## config.mk

```make
export PLATFORM = sky130hd
export DESIGN_NAME = tpg_texel
export DESIGN_NICKNAME = d
export VERILOG_FILES = /design/src/design/tpg_pkg.sv /design/src/design/tpg_texel.sv
export SDC_FILE = /design/constraint.sdc
export NUM_CORES = 1
export LEC_CHECK = 0
export ABC_AREA = 1
export BUFFER_PORTS_ARGS = -buffer_cell sky130_fd_sc_hd__buf_2
export CAP_MARGIN = 10
export CORE_MARGIN = 2
export CORE_UTILIZATION = 55
export DETAILED_ROUTE_END_ITERATION = 10
export PLACE_DENSITY = 0.84
export SLEW_MARGIN = 20
export SYNTH_ARGS = -nofsm -noshare
export SYNTH_HDL_FRONTEND = slang
export SYNTH_SLANG_ARGS = --single-unit
```

## constraint.sdc

```tcl
create_clock -name clock -period 10.3 [get_ports clock]
set_input_delay 2.06 -clock clock [delete_from_list [all_inputs] [get_ports clock]]
set_output_delay 2.06 -clock clock [all_outputs]
set_load 0.02 [all_outputs]
```

## src/design/tpg_pkg.sv

```systemverilog
// Shared types, constants and the tangent threshold table of the tunnel pixel generator.
package tpg_pkg;

   localparam int DefScreenWidth  = 320;
   localparam int DefScreenHeight = 200;

   localparam int TanFrac     = 48;
   localparam int SectorBits  = 5;
   localparam int RootBits    = 12;
   localparam int SqBits      = 23;
   localparam int R2Bits      = 22;
   localparam int MagBits     = 11;
   localparam int CoordBits   = 12;
   localparam int DepthSteps  = RootBits;
   localparam logic [SqBits-1:0] DepthScale = SqBits'(4194304);
   localparam real Pi = 3.14159265358979323846;

   typedef logic [TanFrac-1:0] tan_arr_type [2**SectorBits];

   // Fixed-point tan(s*pi/128) for the sector boundaries of one octant.
   function automatic tan_arr_type build_tan();
      tan_arr_type tab;
      real         t;
      for (int s = 0; s < 2**SectorBits; s++) begin
         t = $tan(s * Pi / 128.0) * 281474976710656.0;
         tab[s] = TanFrac'(longint'(t));
      end
      return tab;
   endfunction

   localparam tan_arr_type TanTab = build_tan();

   typedef struct packed {
      logic                  valid;
      logic [7:0]            frame;
      logic                  zero;
      logic [1:0]            quad;
      logic                  eq;
      logic                  sw;
      logic [MagBits-1:0]    hi;
      logic [MagBits-1:0]    lo;
      logic [R2Bits-1:0]     r2;
      logic [SectorBits-1:0] sec;
      logic [RootBits-1:0]   root;
      logic [SqBits-1:0]     sq;
   } pipe_type;

endpackage

```

## src/design/tpg_texel.sv

```systemverilog
// Back end: angle byte, texture coordinates and the procedural texel.
module tpg_texel import tpg_pkg::*; (
   input  logic       clock,
   input  logic       reset,
   input  pipe_type   in,
   output logic       out_valid,
   output logic [7:0] texel
);

   logic        v1_ff, v2_ff;
   logic [7:0]  u_ff, v_ff;
   logic [15:0] prod_ff;
   logic [7:0]  sec8, ang, u_in, v_in;
   logic [7:0]  texel_ff;

   always_comb begin
      if (in.eq) begin
         sec8 = 8'd32;
      end else if (in.sw) begin
         sec8 = 8'd63 - {3'b000, in.sec};
      end else begin
         sec8 = {3'b000, in.sec};
      end
      ang  = in.zero ? 8'd128 : ({in.quad, 6'b000000} + sec8 + 8'd128);
      u_in = ang + {in.frame[6:0], 1'b0};
      v_in = in.root[7:0] + in.frame;
   end

   always_ff @(posedge clock) begin
      if (reset) begin
         v1_ff <= 1'b0;
         v2_ff <= 1'b0;
      end else begin
         v1_ff <= in.valid;
         v2_ff <= v1_ff;
      end
      u_ff     <= u_in;
      v_ff     <= v_in;
      prod_ff  <= 16'(u_in) * 16'(v_in);
      texel_ff <= (u_ff ^ v_ff) + prod_ff[13:6];
   end

   assign out_valid = v2_ff;
   assign texel     = texel_ff;

endmodule
```

# Word level (Yosys, flattened, before mapping)
# Index checks and enable logic that the tools add are counted.
[classes] eq_ne=0 bitwise=1 div=0 addsub=6 reduce_logical=0 n_mux=3 magnitude_cmp=0 shifts=0 mul=1
[op_table] operator="$add A8 B8 Y8" n=4
[op_table] operator="$mux W8" n=3
[op_table] operator="$mul A8 B8 Y14" n=1
[op_table] operator="$add A8 B8 Y8 const B" n=1
[op_table] operator="$xor A8 B8 Y8" n=1
[op_table] operator="$sub A6 B5 Y7 const A" n=1
[totals] elab_cells=17 out_inout_bits=9 memories=0 latchBits=0 ramBits=0 mem_bits_ro=0 regBits=40

# Depth between registers and ports, before layout
[logic_depth] word_depth=8 ltp_mapped=28 ltp_nobuf=28

# Worst setup path before layout
# Ideal clock, no wire load.
[synth_timing] path_kind="input port to flip-flop" start="in in[84] in the netlist's numbering" end="reg prod_ff[13]" setup_ns=0.112 stages=25 slack_ns=3.588 arrival_ns=6.600 cell_sequence="buf_6 -> o21ai_0 -> a21oi_1 -> ha_1 -> fa_1 -> nand2_1 -> nand2_1 -> nand2_1 -> xnor2_1 -> inv_1 -> nor2_1 -> fa_1 -> fa_1 -> fa_1 -> inv_1 -> fa_1 -> inv_1 -> ha_1 -> a21oi_1 -> o21a_1 -> o21ai_2 -> a21oi_1 -> inv_1 -> nand2_1 -> nand2_1"
[synth_between] elab_chain_cells=7
[synth_rtl] item="from (decl)" line_no="tpg_texel.sv:5" rtl="input pipe_type in,"
[synth_rtl] item="$mux W8" line_no="tpg_texel.sv:19" rtl="end else if (in.sw) begin"
[synth_rtl] item="$mux W8" line_no="tpg_texel.sv:17" rtl="if (in.eq) begin"
[synth_rtl] item="$add A8 B8 Y8 (2 in a row)" line_no="tpg_texel.sv:24" rtl="ang = in.zero ? 8'd128 : ({in.quad, 6'b000000} + sec8 + 8'd128);"
[synth_rtl] item="$mux W8" line_no="tpg_texel.sv:24"
[synth_rtl] item="$add A8 B8 Y8" line_no="tpg_texel.sv:25" rtl="u_in = ang + {in.frame[6:0], 1'b0};"
[synth_rtl] item="via u_in[5]" line_no="tpg_texel.sv:13" rtl="logic [7:0] sec8, ang, u_in, v_in;"
[synth_rtl] item="$mul A8 B8 Y14" line_no="tpg_texel.sv:39" rtl="prod_ff <= 16'(u_in) * 16'(v_in);"
[synth_rtl] item="to (signal assigned)" line_no="tpg_texel.sv:39"
[synth_rtl] item="to (decl)" line_no="tpg_texel.sv:12" rtl="logic [15:0] prod_ff;"
# The timed path passes the listed nets, and every way through them passes these cells.
# A chain may end at the register's enable or synchronous reset.

# Worst setup path after layout
[layout_timing] start="in in[88] in the netlist's numbering" end="reg prod_ff[13]"
[layout_between] elab_chain_cells=3
[layout_rtl] item="$mux W8" line_no="tpg_texel.sv:24"
[layout_rtl] item="$add A8 B8 Y8" line_no="tpg_texel.sv:25"
[layout_rtl] item="via u_in[5]" line_no="tpg_texel.sv:13"
[layout_rtl] item="$mul A8 B8 Y14" line_no="tpg_texel.sv:39"
# The timed path passes the listed nets, and every way through them passes these cells.

==> metrics <==
final cycle utilization of the critical path 0.7143; sequential power share 0.158; crit path capture type flop; Initial Util 0.5656; Clk pwr share 0.076; # hold bufs at CTS 0; Clock transition at path regs ~0.07 ns; Residual DRC 0; area leader, netlist fa_1; total wire length between 7000 and 8000 um; share of the synthesized area in the top cell type 0.2074; Root Driver clkbuf_8; Hold WS 0.4133 ns; # rows 29; Synth cell types 29; TritonCTS clock tree built; Power Total 1.300 mW; H-Tree Depth 2; Clock Skew 0.006458 ns; vias in the first global route 3035; CTS buffer count 5; Sw Share 0.5053; I/O Buffers 37; R2R Path End texel[6]$_DFF_P_; number of enable flip-flop cells after synthesis 0; ratio of routed vias to standard cells 5.132; Post-synth top cells 92 x inv_1, 80 x nand2_1, 64 x nor2_1; synthesized instance count 454; R2R depth 7; RSZ-0062 raised after global routing false; Final GP Congestion between 0.9 and 1; pwr dens 330.2 mW/mm^2; WP data arrival 7.54 ns; Worst Hold Class reg2reg; WHS Endpoint out_valid$_SDFF_PP0_; synth warn 0; fraction of layout cells with a size suffix above 1 0.1104; post-route ant nets 0; Total Nets Final 680; fin area 0.003936 mm^2; fmax 135.9 MHz; R2R setup slack 8.48 ns; setup bufs post-CTS 0; worst r2r src v_ff[0]$_DFF_P_; Internal 0.6430 mW; status finished clean; Synth Cell Area 0.003571 mm^2; largest cells by area after synthesis fa_1 21%, dfxtp_1 19%, ha_1 16%, inv_1 9.7%, nand2_1 8.4%; CTS sink cnt 34; Worst-Skew Late Latency around 0.28 ns; initial antenna violation count 0; Synth Flop Type dfxtp_1; DPL Wire Length ~6200 um; Die X 84.58 um; Routed wire per std cell 12.63 um; hold wc startpoint v1_ff$_SDFF_PP0_; Core Area 0.006314 mm^2; die area 0.007153 mm^2; Psw 0.6566 mW; crit start category input port; DIE HEIGHT 84.58 um; Comb power frac 0.767; Critical Path Fanout Max 5; CP Class in2reg; fin crit period approximately 7.4 ns; Layout Area Growth over Synthesis 10.23%; gr usage total 0.2240; setup_tns 0 ns; Worst slew margin 0.5917; Worst-Margin Slew just over 0.6 ns; Max-Cap Viols 0; peak supply drop about 0.24 mV; Synth Register Bits 34; largest net degree at the start of global routing 12; Seq/Total Area, Yosys 0.1906; ys async rst share 0; final-report setup violation count 0; Post-DP Area between 0.003 and 0.004 mm^2; leakage 2.218 nW; Resized cells post-CTS 0; Final Hold Viols 0; Mapped Avg Cell Area 7.865 um^2; first-pass GRT wire length roughly 13000 um; Iter 0 DRT Violations 104; Net Count, Synth 637; diode count 0; most common cell in the netlist inv_1; first drt pass iteration count 5; hold path cells 2; Critical Path RT 10.48 ns; total number of vias 2951; total grt overflow 0; Max Root-Sink Buffers 2; Slew Limit Fails 0; I/O pins 109
[registers in the layout, summed over array words and instances, names as in the netlist]
name,count
v1_ff,1
v_ff,8
texel,8
out_valid,1
u_ff,8
prod_ff,8
[critical path: stages]
cell and delay, ns:
buf_2 0.13, nor2_4 0.17, o21ai_0 0.11, a21oi_1 0.14, ha_1 0.21, fa_1 0.21, nand2_1 0.07, nand2_1 0.09
nand2_1 0.08, xnor2_1 0.50, inv_1 0.27, nor2_1 0.21, fa_1 0.46, fa_1 0.48, fa_1 0.56, inv_1 0.06
fa_1 0.52, inv_1 0.04, ha_1 0.34, a21oi_1 0.17, o21a_1 0.15, o21ai_2 0.08, a21oi_1 0.24, inv_1 0.08
nand2_1 0.07, nand2_1 0.04
[worst max-delay path by stage]
stage	depth (start not counted)	to	startpoint	slack [ns]
after CTS	26	prod_ff[13]$_DFF_P_	in[88]	2.97
after floorplan	25	prod_ff[13]$_DFF_P_	in[84]	3.59
after global placement	26	prod_ff[13]$_DFF_P_	in[88]	2.79
after detailed placement	26	prod_ff[13]$_DFF_P_	in[88]	2.67
final	26	prod_ff[13]$_DFF_P_	in[88]	2.94
after global routing	26	prod_ff[13]$_DFF_P_	in[88]	2.57
[power groups by stage]
stage	registers, mW	logic [mW]	clock network [mW]
final	0.205	0.996	0.0985
after global routing	0.209	1.15	0.105
after CTS	0.205	0.998	0.101
after detailed placement	0.208	0.985	0
after global placement	0.207	0.944	0
after floorplan	0.229	0.754	0
[through the flow]
step / util / worst slack [ns] / cells
finish: 0.6235 / 2.943 / 575
global route: 0.6235 / 2.569 / 575
CTS: 0.6235 / 2.965 / 575
detailed placement: 0.6084 / 2.666 / 567
global placement: 0.6084 / 2.793 / 567
floorplan: - / 3.588 / 454
[per-layer routing]
metal,GRT usage,up-vias,wire length (um)
met5,0,-,0
met4,0.07792,0,127
met3,0.02065,12,313
met2,0.4188,96,3697
met1,0.2664,1372,3125
li1,-,1471,-
[cell families after synthesis]
group,synth area share
xor+xnor,0.07569
buf+inv,0.1009
fa+ha+maj,0.3686
flops,0.1906
compound gates,0.05992
simple gates,0.2043
[cells in the final DEF, fill, tap and decap left out, drive strengths merged]
| cell | count |
|---|---|
| inv | 93 |
| nand2 | 83 |
| nor2 | 66 |
| ha | 46 |
| fa | 37 |
| buf | 37 |
| dfxtp | 34 |
| a21oi | 25 |
| xor2 | 20 |
| nand3 | 14 |
| xnor2 | 10 |
| o21ai | 8 |
| clkbuf | 6 |
| nand3b | 4 |
| nor3 | 3 |
| or2 | 2 |
| nand4 | 2 |
| a31o | 1 |
| o21bai | 1 |
| a21o | 1 |
| o21a | 1 |
| o211ai | 1 |
| a31oi | 1 |
| clkinvlp | 1 |
| clkinv | 1 |
[cell type report]
type / instances / area, um^2
inverter: 93 / 349.1
tap: 77 / 96.34
sequential: 34 / 680.7
clock inverter: 2 / 12.51
multi-input combinational: 326 / 2530
timing repair buffer: 37 / 185.2
fill: 573 / 2377
clock buffer: 6 / 82.58
(Power assumes the default switching activity.)
