## src/design/tpg_pkg.sv

```systemverilog
// Shared types, constants and the tangent threshold table of the tunnel pixel generator.
package tpg_pkg;

   localparam int DefScreenWidth  = 320;
   localparam int DefScreenHeight = 200;

   localparam int TanFrac     = 48;
   localparam int SectorBits  = 5;
   localparam int RootBits    = 12;
   localparam int SqBits      = 23;
   localparam int R2Bits      = 22;
   localparam int MagBits     = 11;
   localparam int CoordBits   = 12;
   localparam int DepthSteps  = RootBits;
   localparam logic [SqBits-1:0] DepthScale = SqBits'(4194304);
   localparam real Pi = 3.14159265358979323846;

   typedef logic [TanFrac-1:0] tan_arr_type [2**SectorBits];

   // Fixed-point tan(s*pi/128) for the sector boundaries of one octant.
   function automatic tan_arr_type build_tan();
      tan_arr_type tab;
      real         t;
      for (int s = 0; s < 2**SectorBits; s++) begin
         t = $tan(s * Pi / 128.0) * 281474976710656.0;
         tab[s] = TanFrac'(longint'(t));
      end
      return tab;
   endfunction

   localparam tan_arr_type TanTab = build_tan();

   typedef struct packed {
      logic                  valid;
      logic [7:0]            frame;
      logic                  zero;
      logic [1:0]            quad;
      logic                  eq;
      logic                  sw;
      logic [MagBits-1:0]    hi;
      logic [MagBits-1:0]    lo;
      logic [R2Bits-1:0]     r2;
      logic [SectorBits-1:0] sec;
      logic [RootBits-1:0]   root;
      logic [SqBits-1:0]     sq;
   } pipe_type;

endpackage

```

## src/design/tpg_search_stage.sv

```systemverilog
// One stage of the sector search and of the bit-by-bit depth root search.
module tpg_search_stage import tpg_pkg::*; #(
   parameter int STEP = 0
) (
   input  logic     clock,
   input  logic     reset,
   input  pipe_type in,
   output pipe_type out
);

   localparam int DepthBit = RootBits - 1 - STEP;

   logic [SectorBits-1:0]        cand;
   logic [MagBits+TanFrac-1:0]   lhs, rhs;
   logic [RootBits-1:0]          t_root;
   logic [SqBits+1:0]            t_sq;
   logic [SqBits+R2Bits-1:0]     prod;
   logic                         fits;
   pipe_type                     out_ff, out_in;

   always_comb begin
      out_in = in;
      // Sector bits are settled over the first stages; later ones pass them on.
      cand = in.sec;
      lhs  = '0;
      rhs  = '0;
      if (STEP < SectorBits) begin
         cand = in.sec | SectorBits'(1 << (SectorBits - 1 - STEP));
         lhs  = {in.lo, TanFrac'(0)};
         rhs  = (MagBits+TanFrac)'(in.hi) * (MagBits+TanFrac)'(TanTab[cand]);
         if (lhs >= rhs) begin
            out_in.sec = cand;
         end
      end
      // (root + bit)^2 = root^2 + 2*root*bit + bit^2.
      t_root = in.root | RootBits'(1 << DepthBit);
      t_sq   = (SqBits+2)'(in.sq) + ((SqBits+2)'(in.root) << (DepthBit + 1))
               + ((SqBits+2)'(1) << (2 * DepthBit));
      prod   = (SqBits+R2Bits)'(t_sq[SqBits-1:0]) * (SqBits+R2Bits)'(in.r2);
      fits   = (t_sq <= (SqBits+2)'(DepthScale)) && (prod <= (SqBits+R2Bits)'(DepthScale));
      if (fits) begin
         out_in.root = t_root;
         out_in.sq   = t_sq[SqBits-1:0];
      end
   end

   always_ff @(posedge clock) begin
      if (reset) begin
         out_ff.valid <= 1'b0;
      end else begin
         out_ff.valid <= out_in.valid;
      end
      out_ff.frame <= out_in.frame;
      out_ff.zero  <= out_in.zero;
      out_ff.quad  <= out_in.quad;
      out_ff.eq    <= out_in.eq;
      out_ff.sw    <= out_in.sw;
      out_ff.hi    <= out_in.hi;
      out_ff.lo    <= out_in.lo;
      out_ff.r2    <= out_in.r2;
      out_ff.sec   <= out_in.sec;
      out_ff.root  <= out_in.root;
      out_ff.sq    <= out_in.sq;
   end

   assign out = out_ff;

`ifndef SYNTHESIS
   a_sq_bound: assert property (@(posedge clock) disable iff (reset)
      out_ff.valid |-> out_ff.sq <= DepthScale)
      else $error("depth square exceeds scale");
   a_sq_match: assert property (@(posedge clock) disable iff (reset)
      out_ff.valid |-> (2*RootBits)'(out_ff.root) * (2*RootBits)'(out_ff.root)
                       == (2*RootBits)'(out_ff.sq))
      else $error("depth square out of step with root");
`endif

endmodule

```

## config.mk

```make
export PLATFORM = sky130hd
export DESIGN_NAME = tpg_search_stage
export DESIGN_NICKNAME = d
export VERILOG_FILES = /design/src/design/tpg_pkg.sv /design/src/design/tpg_search_stage.sv
export SDC_FILE = /design/constraint.sdc
export NUM_CORES = 2
export LEC_CHECK = 0
export ABC_AREA = 1
export BUFFER_PORTS_ARGS = -buffer_cell sky130_fd_sc_hd__buf_2
export CAP_MARGIN = 40
export CORE_ASPECT_RATIO = 0.75
export CORE_MARGIN = 1.5
export CORE_UTILIZATION = 65
export DETAILED_ROUTE_END_ITERATION = 10
export GPL_TIMING_DRIVEN = 0
export HOLD_SLACK_MARGIN = 0.05
export PLACE_DENSITY = 0.84
export SLEW_MARGIN = 20
export SYNTH_ARGS = -nofsm -noshare
export SYNTH_HDL_FRONTEND = slang
export SYNTH_SLANG_ARGS = --single-unit
```

## constraint.sdc

```tcl
create_clock -name clock -period 12.96 [get_ports clock]
set_input_delay 2.592 -clock clock [delete_from_list [all_inputs] [get_ports clock]]
set_output_delay 2.592 -clock clock [all_outputs]
set_load 0.02 [all_outputs]
```

After elaboration in Yosys (flattened, before gate mapping) --
Memories as Yosys holds them, arrays and structs flattened. Cells that the tools add are included.
Word-level totals: register bits 98, ROM bits 1536, input port bits 100, output and inout bits 98, word-level logic and storage cells 28, memories 1
Cells by class: add/subtract/negate cells 2, multiply operators 2, $lt $le $gt $ge 4, mux-type cells 3, bitwise operators 1, reductions and logical operators 1
Memory list:
- (no name shown) | words 32, bits a word 48, read ports 1, clocked after memory_dff 0, wr ports 0, line tpg_search_stage.sv:30 | rhs = (MagBits+TanFrac)'(in.hi) * (MagBits+TanFrac)'(TanTab[cand]);
Operators by type and width (number):
- $mux 48 | 2
- $ge 59x59->1 | 1
- $mul 11x48->59 | 1
- $le 45x23->1 const B | 1
- $mul 23x22->45 | 1
- $add 23x24->25 | 1
- $add 25x23->25 const B | 1
- $le 25x23->1 const B | 1
- $mux 23 | 1
- $ge 6x6->1 const B | 1
- $not 5->6 | 1
- $logic_and 1x1->1 | 1

Longest topological paths before layout --
word-level depth 6, gate-level depth with buffers 46, gate-level depth less buffers 45

Worst setup path after synthesis --
No wires, ideal clock.
path kind input port to flip-flop, from in in[13] in the netlist's numbering, to reg out_ff, in the netlist out[15], library setup time 112 ps, data arrival time 9741 ps, required time 12848 ps, path slack 3106 ps, stages 42, buffers on the path 2, cells stage by stage ha_1 ha_1 inv_1 fa_1 inv_1 nand3_1 nand2_1 a21oi_1 nand2_1 nand2_1 inv_1 clkbuf_1 nor2_1 fa_1 inv_1 fa_1 fa_1 inv_1 [... 6 more ...] ha_1 nand2_2 inv_1 nand2_1 nand2_1 nand2_1 and2_1 nor2_1 nor2_1 nand2_1 a21oi_1 or2_1 nand2_1 nor2_1 nand3_2 buf_6 nand2_1 nand2_1
RTL lines:
- start, declared | line tpg_search_stage.sv:7 | input pipe_type in,
- end, declared | line tpg_search_stage.sv:19 | pipe_type out_ff, out_in;

Worst setup path after layout --
from in in[36] in the netlist's numbering, to reg out_ff, in the netlist out[39]
On the way: cells in the longest elaborated chain, start to end 6
Ends and longest elaborated chain:
- $not 5->6 (not written as such) | line tpg_search_stage.sv:30
- $mem_v2 32x48
- $mux 48 (not written as such) (2 in series) | line tpg_search_stage.sv:30
- $mul 11x48->59 | line tpg_search_stage.sv:30
- $ge 59x59->1 | line tpg_search_stage.sv:31 | if (lhs >= rhs) begin
Every way passes these cells. The select of a mux whose other input is x is not followed. A chain may end at the register's enable or synchronous reset.

==> flow_summary.yaml <==
critical_path:
  crit_family: "adder cells"
  required_ps: 13300
  crit_slowest_cell: "a21oi_1"
  critPathMaxFanout: 11
  crit_end: "out[39]"
  crit_cells: 41
  cp-start-kind: "primary input"
  critical_path_arrival_ps: 12500
  endpoint_kind: "flop"
  critical_path_class: "in2reg"
  startpoint: "in[36]"
  crit_path_frequent_cell: "nand2_1"
  worst-path-buf-inv: 5
  max_stage_delay_ps: 610
floorplan:
  num_rows: 77
  die_h_um: 214
  die_area_sq_um: 61100
  die_w_um: 285
  core_area_sq_um: 59000
  num_io_pins: 198
  start_util: 0.657
clocking:
  h-tree-depth: 3
  cts_resized: 0
  clock-sinks: 98
  clockBufferDepth: 2
  clk_pin_slew_worst_paths_ps: 90
  hold_buffers: 0
  root_buffer: "clkbuf_16"
  cts_made_buffers: 9
  post_cts_buffers: 0
  cts_tree: "built"
final_layout:
  multi_input_area_sq_um: 31100
  syn2layout_area_growth_pct: 6.92
  layout.cells.non_filler: 6304
  register_area_sq_um: 1960
  final_nets: 6736
  largest_register_ff_count: 98
  nFillCells: 4844
  drive_gt1_frac: 0.0615
route:
  num_vias: 35800
  routed_wl_mm: 131
  dr.pass1.iters: 9
  vias_per_cell: 5.68
  drcViolationCount: 0
  ant_nets: 0
  drt_iter0_drc: 4492
  wl_per_cell_um: 20.9
synth:
  syn_avg_cell_area_sq_um: 7.37
  netlist_area_sq_um: 38800
  synth_area_leaders: "fa_1 43%, nand2_1 14%, inv_1 13%"
  synthCells: 5262
  ys_warn_count: 0
  yosysTopAreaCellShare: 0.429
  synth_top_area_cell: "fa_1"
  ys_types: 50
  yosysSeqAreaShare: 0.0506
  synth-seq-cells: 98
  synth_nets: 6491
timing:
  slew_headroom: 0.365
  fin_tns_setup_ps: 0
  rsz0062_at_grt: "no"
  fin_ws_ps: 800
  post-route-period-util: 0.938
  max_freq_mhz: 82.2
  finalMaxSlewViolations: 0
  setup_viol: 0
  fin_crit_ps: 12160
  worst_slew_pin_slew_ps: 952
  hold_violations: 0
placed_design:
  place_congestion: 1.04
  hpwl_mm: 114
  port_buffers: 197
  placedCellCount: 6267
  pre_cts_slack_ps: 824
hold_path:
  hold_path.class: "in2reg"
run:
  cap_violations: 0
grt:
  first_global_vias: 35700
  grt_max_degree: 21
  grt_first_pass_wirelength_mm: 204
  grt_usage: 0.443
  grt_antenna_before_repair: 1
  grt_overflow: 0
outcome:
  status: "complete, no violations"
per-stage QoR:
step | hold slack, ps | util | instance area (sq um)
final | 2260 | 0.703 | 41400
after global routing | 2260 | 0.703 | 41400
after CTS | 2250 | 0.699 | 41200
after detailed placement | 2700 | 0.694 | 40900
after global placement | 2690 | 0.691 | 40700
after floorplan | 2620 | - | 38800
cell usage after synthesis (all sizes together):
library cell,count
o21a,4
clkinv,4
inv,1359
xnor2,13
a21boi,2
ha,298
a211oi,3
o211ai,5
dfxtp,98
nor4,1
a221oi,3
or2,2
a21oi,115
o22ai,4
nor2,528
a32oi,2
nor3,18
and3,5
o21bai,11
buf,12
o31ai,1
o221ai,1
clkbuf,143
a21o,7
nor2b,1
xor2,28
nand3b,12
fa,831
nand4,37
and2,2
nand3,147
o21ai,93
nand2,1459
a31oi,13
kinds of logic (layout without fill, tap and decap cells):
| logic type | after synthesis | after routing | share of synthesized area |
|---|---|---|---|
| simple gates | 2212 | 2212 | 0.229 |
| flops | 98 | 98 | 0.0506 |
| buf+inv | 1518 | 1768 | 0.148 |
| fa+ha+maj | 1129 | 1129 | 0.525 |
| other cells | 0 | 2 | 0 |
| xor+xnor | 41 | 41 | 0.00975 |
| compound gates | 264 | 264 | 0.0375 |
cells in the final DEF (no fill, tap or decap), types with 12 or more instances in the layout:
cell type     n
inv_1      1343
fa_1        831
buf_6        27
xor2_1       27
nand3_1     135
nand3b_1     12
nor2_1      503
clkbuf_1    142
ha_1        298
a21oi_1     114
nor3_1       15
o21ai_0      89
dfxtp_1      98
nand2_1    1439
nand2_2      20
buf_2       201
inv_2        16
xnor2_1      13
nor2_2       22
nand3_2      12
a31oi_1      13
nand4_1      37
cell type report:
type	count	area share
clock inverters	7	0.00208
diodes	2	0.000121
inverters	1363	0.123
well taps	790	0.0239
flip-flops and latches	98	0.0473
plain buffers	155	0.0147
clock buffers	9	0.00544
repair buffers	234	0.0328
multi-input cells	3646	0.750
worst min path at each step:
stage	end	startpoint	cells past startpoint	slack [ps]
final	out[90]	in[90]	1	2260
after global routing	out[90]	in[90]	1	2260
after CTS	out[90]	in[90]	1	2250
after detailed placement	out[92]	in[92]	1	2700
after global placement	out[94]	in[94]	1	2690
after floorplan	out[0]	in[0]	0	2620
per-layer routing:
metal  GRT usage  wire [um]
met5           0          0
met4       0.105       3040
met3       0.222      25500
met2       0.567      49400
met1       0.661      53600
Power is left out: the tool's default activity adds up to more than one toggle a clock period on the data nets, which glitch-free logic cannot reach.
