[config.mk]
export PLATFORM = sky130hd
export DESIGN_NAME = tpg_front
export DESIGN_NICKNAME = d
export VERILOG_FILES = /design/src/design/tpg_pkg.sv /design/src/design/tpg_front.sv
export SDC_FILE = /design/constraint.sdc
export NUM_CORES = 1
export LEC_CHECK = 0
export ABC_AREA = 0
export ABC_CLOCK_PERIOD_IN_PS = 6700
export BUFFER_PORTS_ARGS = -buffer_cell sky130_fd_sc_hd__buf_2
export CAP_MARGIN = 15
export CELL_PAD_IN_SITES_DETAIL_PLACEMENT = 2
export CELL_PAD_IN_SITES_GLOBAL_PLACEMENT = 2
export CORE_MARGIN = 4
export CORE_UTILIZATION = 34
export CTS_CLUSTER_DIAMETER = 100
export CTS_CLUSTER_SIZE = 8
export DETAILED_ROUTE_END_ITERATION = 12
export MAX_ROUTING_LAYER = met4
export PLACE_DENSITY = 0.86
export SLEW_MARGIN = 25
export SYNTH_ARGS = -nofsm -noshare
export SYNTH_HDL_FRONTEND = slang
export SYNTH_SLANG_ARGS = --single-unit
export TNS_END_PERCENT = 5
[constraint.sdc]
create_clock -name clock -period 6.7 [get_ports clock]
set_input_delay 0.67 -clock clock [delete_from_list [all_inputs] [get_ports clock]]
set_output_delay 0.67 -clock clock [all_outputs]
set_load 0.005 [all_outputs]
[src/design/tpg_pkg.sv]
// Shared types, constants and the tangent threshold table of the tunnel pixel generator.
package tpg_pkg;

   localparam int DefScreenWidth  = 320;
   localparam int DefScreenHeight = 200;

   localparam int TanFrac     = 48;
   localparam int SectorBits  = 5;
   localparam int RootBits    = 12;
   localparam int SqBits      = 23;
   localparam int R2Bits      = 22;
   localparam int MagBits     = 11;
   localparam int CoordBits   = 12;
   localparam int DepthSteps  = RootBits;
   localparam logic [SqBits-1:0] DepthScale = SqBits'(4194304);
   localparam real Pi = 3.14159265358979323846;

   typedef logic [TanFrac-1:0] tan_arr_type [2**SectorBits];

   // Fixed-point tan(s*pi/128) for the sector boundaries of one octant.
   function automatic tan_arr_type build_tan();
      tan_arr_type tab;
      real         t;
      for (int s = 0; s < 2**SectorBits; s++) begin
         t = $tan(s * Pi / 128.0) * 281474976710656.0;
         tab[s] = TanFrac'(longint'(t));
      end
      return tab;
   endfunction

   localparam tan_arr_type TanTab = build_tan();

   typedef struct packed {
      logic                  valid;
      logic [7:0]            frame;
      logic                  zero;
      logic [1:0]            quad;
      logic                  eq;
      logic                  sw;
      logic [MagBits-1:0]    hi;
      logic [MagBits-1:0]    lo;
      logic [R2Bits-1:0]     r2;
      logic [SectorBits-1:0] sec;
      logic [RootBits-1:0]   root;
      logic [SqBits-1:0]     sq;
   } pipe_type;

endpackage

[src/design/tpg_front.sv]
// Front end: centre offsets, octant reduction and squared radius.
module tpg_front import tpg_pkg::*; #(
   parameter int SCREEN_WIDTH  = DefScreenWidth,
   parameter int SCREEN_HEIGHT = DefScreenHeight
) (
   input  logic       clock,
   input  logic       reset,
   input  logic       in_valid,
   input  logic [8:0] pixel_x,
   input  logic [7:0] pixel_y,
   input  logic [7:0] frame_count,
   output pipe_type   out
);

   localparam int HalfW = SCREEN_WIDTH / 2;
   localparam int HalfH = SCREEN_HEIGHT / 2;

   logic                        v1_ff;
   logic [7:0]                  fr1_ff;
   logic signed [CoordBits-1:0] dx_ff, dy_ff;
   logic signed [CoordBits-1:0] dx_in, dy_in;
   logic signed [CoordBits-1:0] a_s, b_s;
   logic [MagBits-1:0]          a_m, b_m;
   logic [1:0]                  quad;
   logic [2*CoordBits-1:0]      r2_full;
   pipe_type                    out_ff, out_in;

   assign dx_in = $signed({3'b000, pixel_x}) - CoordBits'(HalfW);
   assign dy_in = $signed({4'b0000, pixel_y}) - CoordBits'(HalfH);

   always_ff @(posedge clock) begin
      if (reset) begin
         v1_ff <= 1'b0;
      end else begin
         v1_ff <= in_valid;
      end
      dx_ff  <= dx_in;
      dy_ff  <= dy_in;
      fr1_ff <= frame_count;
   end

   always_comb begin
      if (dy_ff >= 0 && dx_ff > 0) begin
         quad = 2'd0; a_s = dx_ff;  b_s = dy_ff;
      end else if (dx_ff <= 0 && dy_ff > 0) begin
         quad = 2'd1; a_s = dy_ff;  b_s = -dx_ff;
      end else if (dy_ff <= 0 && dx_ff < 0) begin
         quad = 2'd2; a_s = -dx_ff; b_s = -dy_ff;
      end else begin
         quad = 2'd3; a_s = -dy_ff; b_s = dx_ff;
      end
      a_m = a_s[MagBits-1:0];
      b_m = b_s[MagBits-1:0];
      r2_full = (2*CoordBits)'(dx_ff * dx_ff) + (2*CoordBits)'(dy_ff * dy_ff);

      out_in       = '0;
      out_in.valid = v1_ff;
      out_in.frame = fr1_ff;
      out_in.zero  = (dx_ff == 0) && (dy_ff == 0);
      out_in.quad  = quad;
      out_in.eq    = (a_m == b_m);
      out_in.sw    = (b_m > a_m);
      out_in.hi    = (b_m > a_m) ? b_m : a_m;
      out_in.lo    = (b_m > a_m) ? a_m : b_m;
      out_in.r2    = (r2_full == '0) ? R2Bits'(1) : r2_full[R2Bits-1:0];
   end

   always_ff @(posedge clock) begin
      if (reset) begin
         out_ff.valid <= 1'b0;
      end else begin
         out_ff.valid <= out_in.valid;
      end
      out_ff.frame <= out_in.frame;
      out_ff.zero  <= out_in.zero;
      out_ff.quad  <= out_in.quad;
      out_ff.eq    <= out_in.eq;
      out_ff.sw    <= out_in.sw;
      out_ff.hi    <= out_in.hi;
      out_ff.lo    <= out_in.lo;
      out_ff.r2    <= out_in.r2;
      out_ff.sec   <= out_in.sec;
      out_ff.root  <= out_in.root;
      out_ff.sq    <= out_in.sq;
   end

   assign out = out_ff;

endmodule

======== After elaboration in Yosys (flattened, before gate mapping) ========
Index checks and enable logic that the tools add are counted.
word-level totals
  output and inout port bits .............. 98
  word-level logic and storage cells ...... 47
  flip-flop bits (word level) ............. 86
cells by class
  reductions and logical operators ........ 8
  equal/unequal tests ..................... 1
  order comparisons ....................... 7
  mux-type cells .......................... 10
  add/subtract/negate cells ............... 5
  multipliers ............................. 2
operators by type and width
  kind                    count
  $mux W11                8
  $logic_not A32 Y1       2
  $logic_not A24 Y1       1
  $add A20 B18 Y21        1
  $mul A10 B10 Y20        1
  $mul A9 B9 Y18          1
  $eq A11 B11 Y1          1
  $gt A11 B11 Y1          1
  $neg A10 Y11            1
  $neg A9 Y11             1
  $gt A10 B1 Y1 const B   1
  $le A10 B1 Y1 const B   1
  $lt A10 B1 Y1 const B   1
  $sub A9 B8 Y10 const B  1
  $ge A9 B1 Y1 const B    1
  $gt A9 B1 Y1 const B    1
  $le A9 B1 Y1 const B    1
  $sub A8 B7 Y9 const B   1
  $logic_and A1 B1 Y1     4
  $mux W1                 2
  $reduce_or A2 Y1        1

======== Logic depth before layout (Yosys ltp) ========
  word-level depth ........................ 7
  gate-level depth with buffers ........... 25
  depth with buffers taken out ............ 23

======== Least setup slack after synthesis ========
No wires, ideal clock.
  path kind ............................... register -> register
  from .................................... register dx_ff[3]
  to ...................................... register out_ff, in the netlist out[41]
  arrival time ............................ 6957 ps
  stages on the path, launching flop included .. 23
  required time ........................... 6575 ps
  clock period less this slack ............ 7082 ps
  setup slack ............................. -382 ps
  library setup time ...................... 125 ps
  path buffers ............................ 1
  cell sequence ........................... dfxtp_1 > clkbuf_1 > clkinv_1 > nor2_1 > fa_1 > ha_1 > a21oi_1 > fa_1 > inv_1 > fa_1 > inv_1 > fa_1 > fa_1 > inv_1 > fa_1 > ha_1 > a21oi_2 > o211ai_2 > and4_4 > or4_4 > or3_1 > or4_1 > o41a_1
on the way
  word-level cells in the longest chain between the ends .. 3
RTL lines
  item                    RTL line         text
  from (decl)             tpg_front.sv:20  logic signed [CoordBits-1:0] dx_ff, dy_ff;
  from (signal assigned)  tpg_front.sv:37  dx_ff <= dx_in;
  $mul A10 B10 Y20        tpg_front.sv:54  r2_full = (2*CoordBits)'(dx_ff * dx_ff) + (2*CoordBits)'(dy_ff * dy_ff);
  $add A20 B18 Y21        tpg_front.sv:54
  $logic_not A24 Y1       tpg_front.sv:65  out_in.r2 = (r2_full == '0) ? R2Bits'(1) : r2_full[R2Bits-1:0];
  to (decl)               tpg_front.sv:26  pipe_type out_ff, out_in;
No other way between the ends.
A chain may end at the register's enable or synchronous reset.

======== Worst setup path in the final report ========
  from .................................... register dy_ff[2]
  to ...................................... register out_ff, in the netlist out[41]
on the way
  word-level cells in the longest chain between the ends .. 3
RTL lines
  item                    RTL line         text
  from (decl)             tpg_front.sv:20
  from (signal assigned)  tpg_front.sv:38  dy_ff <= dy_in;
  $mul A9 B9 Y18          tpg_front.sv:54
  $add A20 B18 Y21        tpg_front.sv:54
  $logic_not A24 Y1       tpg_front.sv:65
No other way between the ends.

==> impl_metrics.yaml <==
worst_hold_path:
  hold_class: "reg -> reg"
  hold_depth: 0
  hold_end: "out[95]"
  holdCritStartpoint: "fr1_ff[6]"
synthesis:
  yosysTopAreaCell: "fa_1"
  synth_ff_type: "dfxtp_1"
  synth_commonest_cells: "inv_1, fa_1, ha_1"
  seq_area_frac_synth_pct: 16.4
  synth-edff-count: 0
  syn_area_per_cell_um2: 9.44
  yosysUniqueCellTypes: 65
  async_reset_ff_share_pct: 0
  ys_top_cells_by_area: "fa_1, dfxtp_1, ha_1"
  synth_warnings: 0
  synth-seq-cells: 85
  synth_top_area_share_pct: 34.1
  syn_inst: 1101
  syn_area_um2: 10400
  yosysMostFrequentCell: "inv_1"
placement:
  place.gp.congestion: 0.853
  io_buffers: 85
  dp_hpwl_um: 31900
timing:
  fmax_mhz: 141
  relSlewSlack_pct: 38.9
  setup_viol: 3
  holdWs_ns: 0.329
  hold_violations: 0
  worst_pin_slew_ns: 0.910
  setup_ws_ns: -0.394
  drv_slew: 0
  rsz0062_at_grt: "true"
  clock-skew-final_ns: 0.0116
  post-route-min-period_ns: 7.09
  timing.final.crit_share_pct: 106
grt:
  globalRouteOverflowTotal: 0
  grt_start_max_net_pins: 23
  antenna_found_initial: 2
  first_global_vias: 10400
  grt_usage_pct: 25.0
  grt_pass1_wl_um: 61500
worst_setup_path:
  worstReg2RegEnd: "out[41]"
  slowest_stage: "fa_1"
  cp-start-kind: "register"
  path_cells: "inv_2 > nor2_2 > inv_2 > fa_1 > fa_1 > fa_1 > fa_1 > fa_1 > fa_1 > inv_2 > fa_1 > ha_4 > o211ai_4 > o211ai_4 > buf_6 > a2111oi_2 > or4_4 > or3_4 > or4_4 > o41a_1"
  required_ns: 6.96
  reg2reg_depth: 20
  crit_top_cell: "fa_1"
  reg2reg_slack_ns: -0.39
  cpPeakStageDelay_ns: 0.61
  path_max_fanout: 5
  cp.arrival_ns: 7.35
  endpoint_kind: "register"
  critical_path_class: "reg -> reg"
  reg2reg_from: "dy_ff[2]"
floorplan:
  die_area_um2: 33400
  initial_core_util_pct: 34.8
  core_area_um2: 29900
  die_h_um: 183
  row_count: 63
  fp.dieW_um: 183
  io_pins: 126
cts:
  cts_tree: "built"
  root_buffer: "clkbuf_16"
  clkSinkCount: 85
  clock_latency_ns: 0.38
  numCtsBuffers: 9
  clockBufferDepth: 2
  cts_max_level: 3
  ctsHoldBuffers: 0
  clkSlewWorstSetupHoldPaths_ns: 0.07
layout:
  syn_to_final_growth_pct: 20.1
  seq_area_um2: 1750
  drive_gt1_share_pct: 23.8
  nFillCells: 3269
  multi_input_area_um2: 7710
  nets: 1568
drt:
  drtIter0Drc: 471
  routed_wl_um: 40000
  vias: 8518
  dr.pass1.iters: 5
  drc: 0
  viasPerCell: 5.12
  wl_per_cell_um: 24.1
  postRouteAntennaNets: 0
outcome:
  status: "finished with violations"
  violations: "setup timing"
run:
  drv_cap: 0
==> critical path: cells and delay by family (launching register included) <==
family          cells  cell delay, ns
flops               1            0.40
buf+inv             4            0.34
fa+ha+maj           8            3.93
compound gates      4            0.74
simple gates        4            1.57
==> area by class of cell <==
type                    instances  share of cell area [%]
multi-input cells             732                    61.7
flip-flops and latches         85                    14.0
repair buffers                202                    10.7
inverters                     236                    7.15
well taps                     390                    3.91
clock buffers                   9                    1.80
clock inverters                 7                   0.662
diodes                          2                  0.0401
==> metal layers <==
metal	GRT usage [%]	share of wire, %	wire (µm)	vias to the layer above
met5	-	0	0	-
met2	46.8	56	22200	295
li1	-	-	-	3662
met1	25.2	34	13700	4437
met4	13.8	6.2	2460	0
met3	2.86	4.0	1600	124
==> worst max-delay path by stage <==
stage | slack [ns] | endpoint | from
after detailed placement | -0.68 | out[41] | dx_ff[3]
after global placement | -0.14 | out[40] | dx_ff[3]
final | -0.39 | out[41] | dy_ff[2]
after floorplan | -0.01 | out[41] | dx_ff[2]
after global routing | -0.54 | out[41] | dx_ff[1]
after CTS | -0.30 | out[41] | dx_ff[2]
==> stage by stage <==
stage	util [%]	worst slack, ns	TNS [ns]	std cells	cell area, µm²
global route	41.8	-0.542	-1.41	1663	12500
CTS	41.6	-0.297	-0.567	1661	12400
floorplan	-	-0.0116	-0.0116	1140	10700
detailed placement	39.7	-0.683	-1.73	1639	11900
global placement	39.7	-0.141	-0.280	1639	11900
finish	41.8	-0.394	-0.739	1663	12500
==> repair_timing <==
action / CTS / global route
gates resized for setup: 68 / 13
pin swaps: 23 / 1
endpoints found under the setup margin: 5 / 6
setup buffers: 6 / 0
==> kinds of logic (layout without fill, tap and decap cells) <==
| kind of cell | count (synthesis) | after routing | synth area share, % |
|---|---|---|---|
| buffers and inverters | 323 | 454 | 13.2 |
| XOR/XNOR | 49 | 49 | 4.13 |
| AO/OA/AOI/OAI | 123 | 123 | 8.16 |
| multiplexers | 24 | 24 | 2.41 |
| adder cells (fa/ha/maj) | 274 | 274 | 45.8 |
| AND/OR/NAND/NOR | 222 | 222 | 9.94 |
| flip-flops | 85 | 85 | 16.4 |
| other | 1 | 42 | 0.0361 |
==> sequential cells by signal, indices dropped and copies added (netlist names) <==
name,flops
fr1_ff,8
dx_ff,10
out,57
dy_ff,9
v1_ff,1
==> placed cells by master, fill, tap and decap left out, types with 5 or more instances in the layout <==
cell type	n
o211ai_1	6
inv_2	9
mux2_2	8
o21ai_0	16
dfxtp_1	68
and2_1	14
a21oi_1	36
xnor2_1	39
nor2b_1	5
mux2i_1	16
ha_1	92
xor2_1	8
inv_1	223
dfxtp_4	9
conb_1	40
a21o_1	8
nor4_1	8
buf_2	85
buf_4	109
nand2b_1	9
nor3_1	9
clkbuf_16	9
buf_6	7
nand2_1	84
fa_1	172
ha_4	5
nor2_1	51
fa_2	5
dfxtp_2	8
nand2_2	5
Power is not shown: default switching activity piles up to over one toggle a cycle in this logic, so the estimate is an artifact.
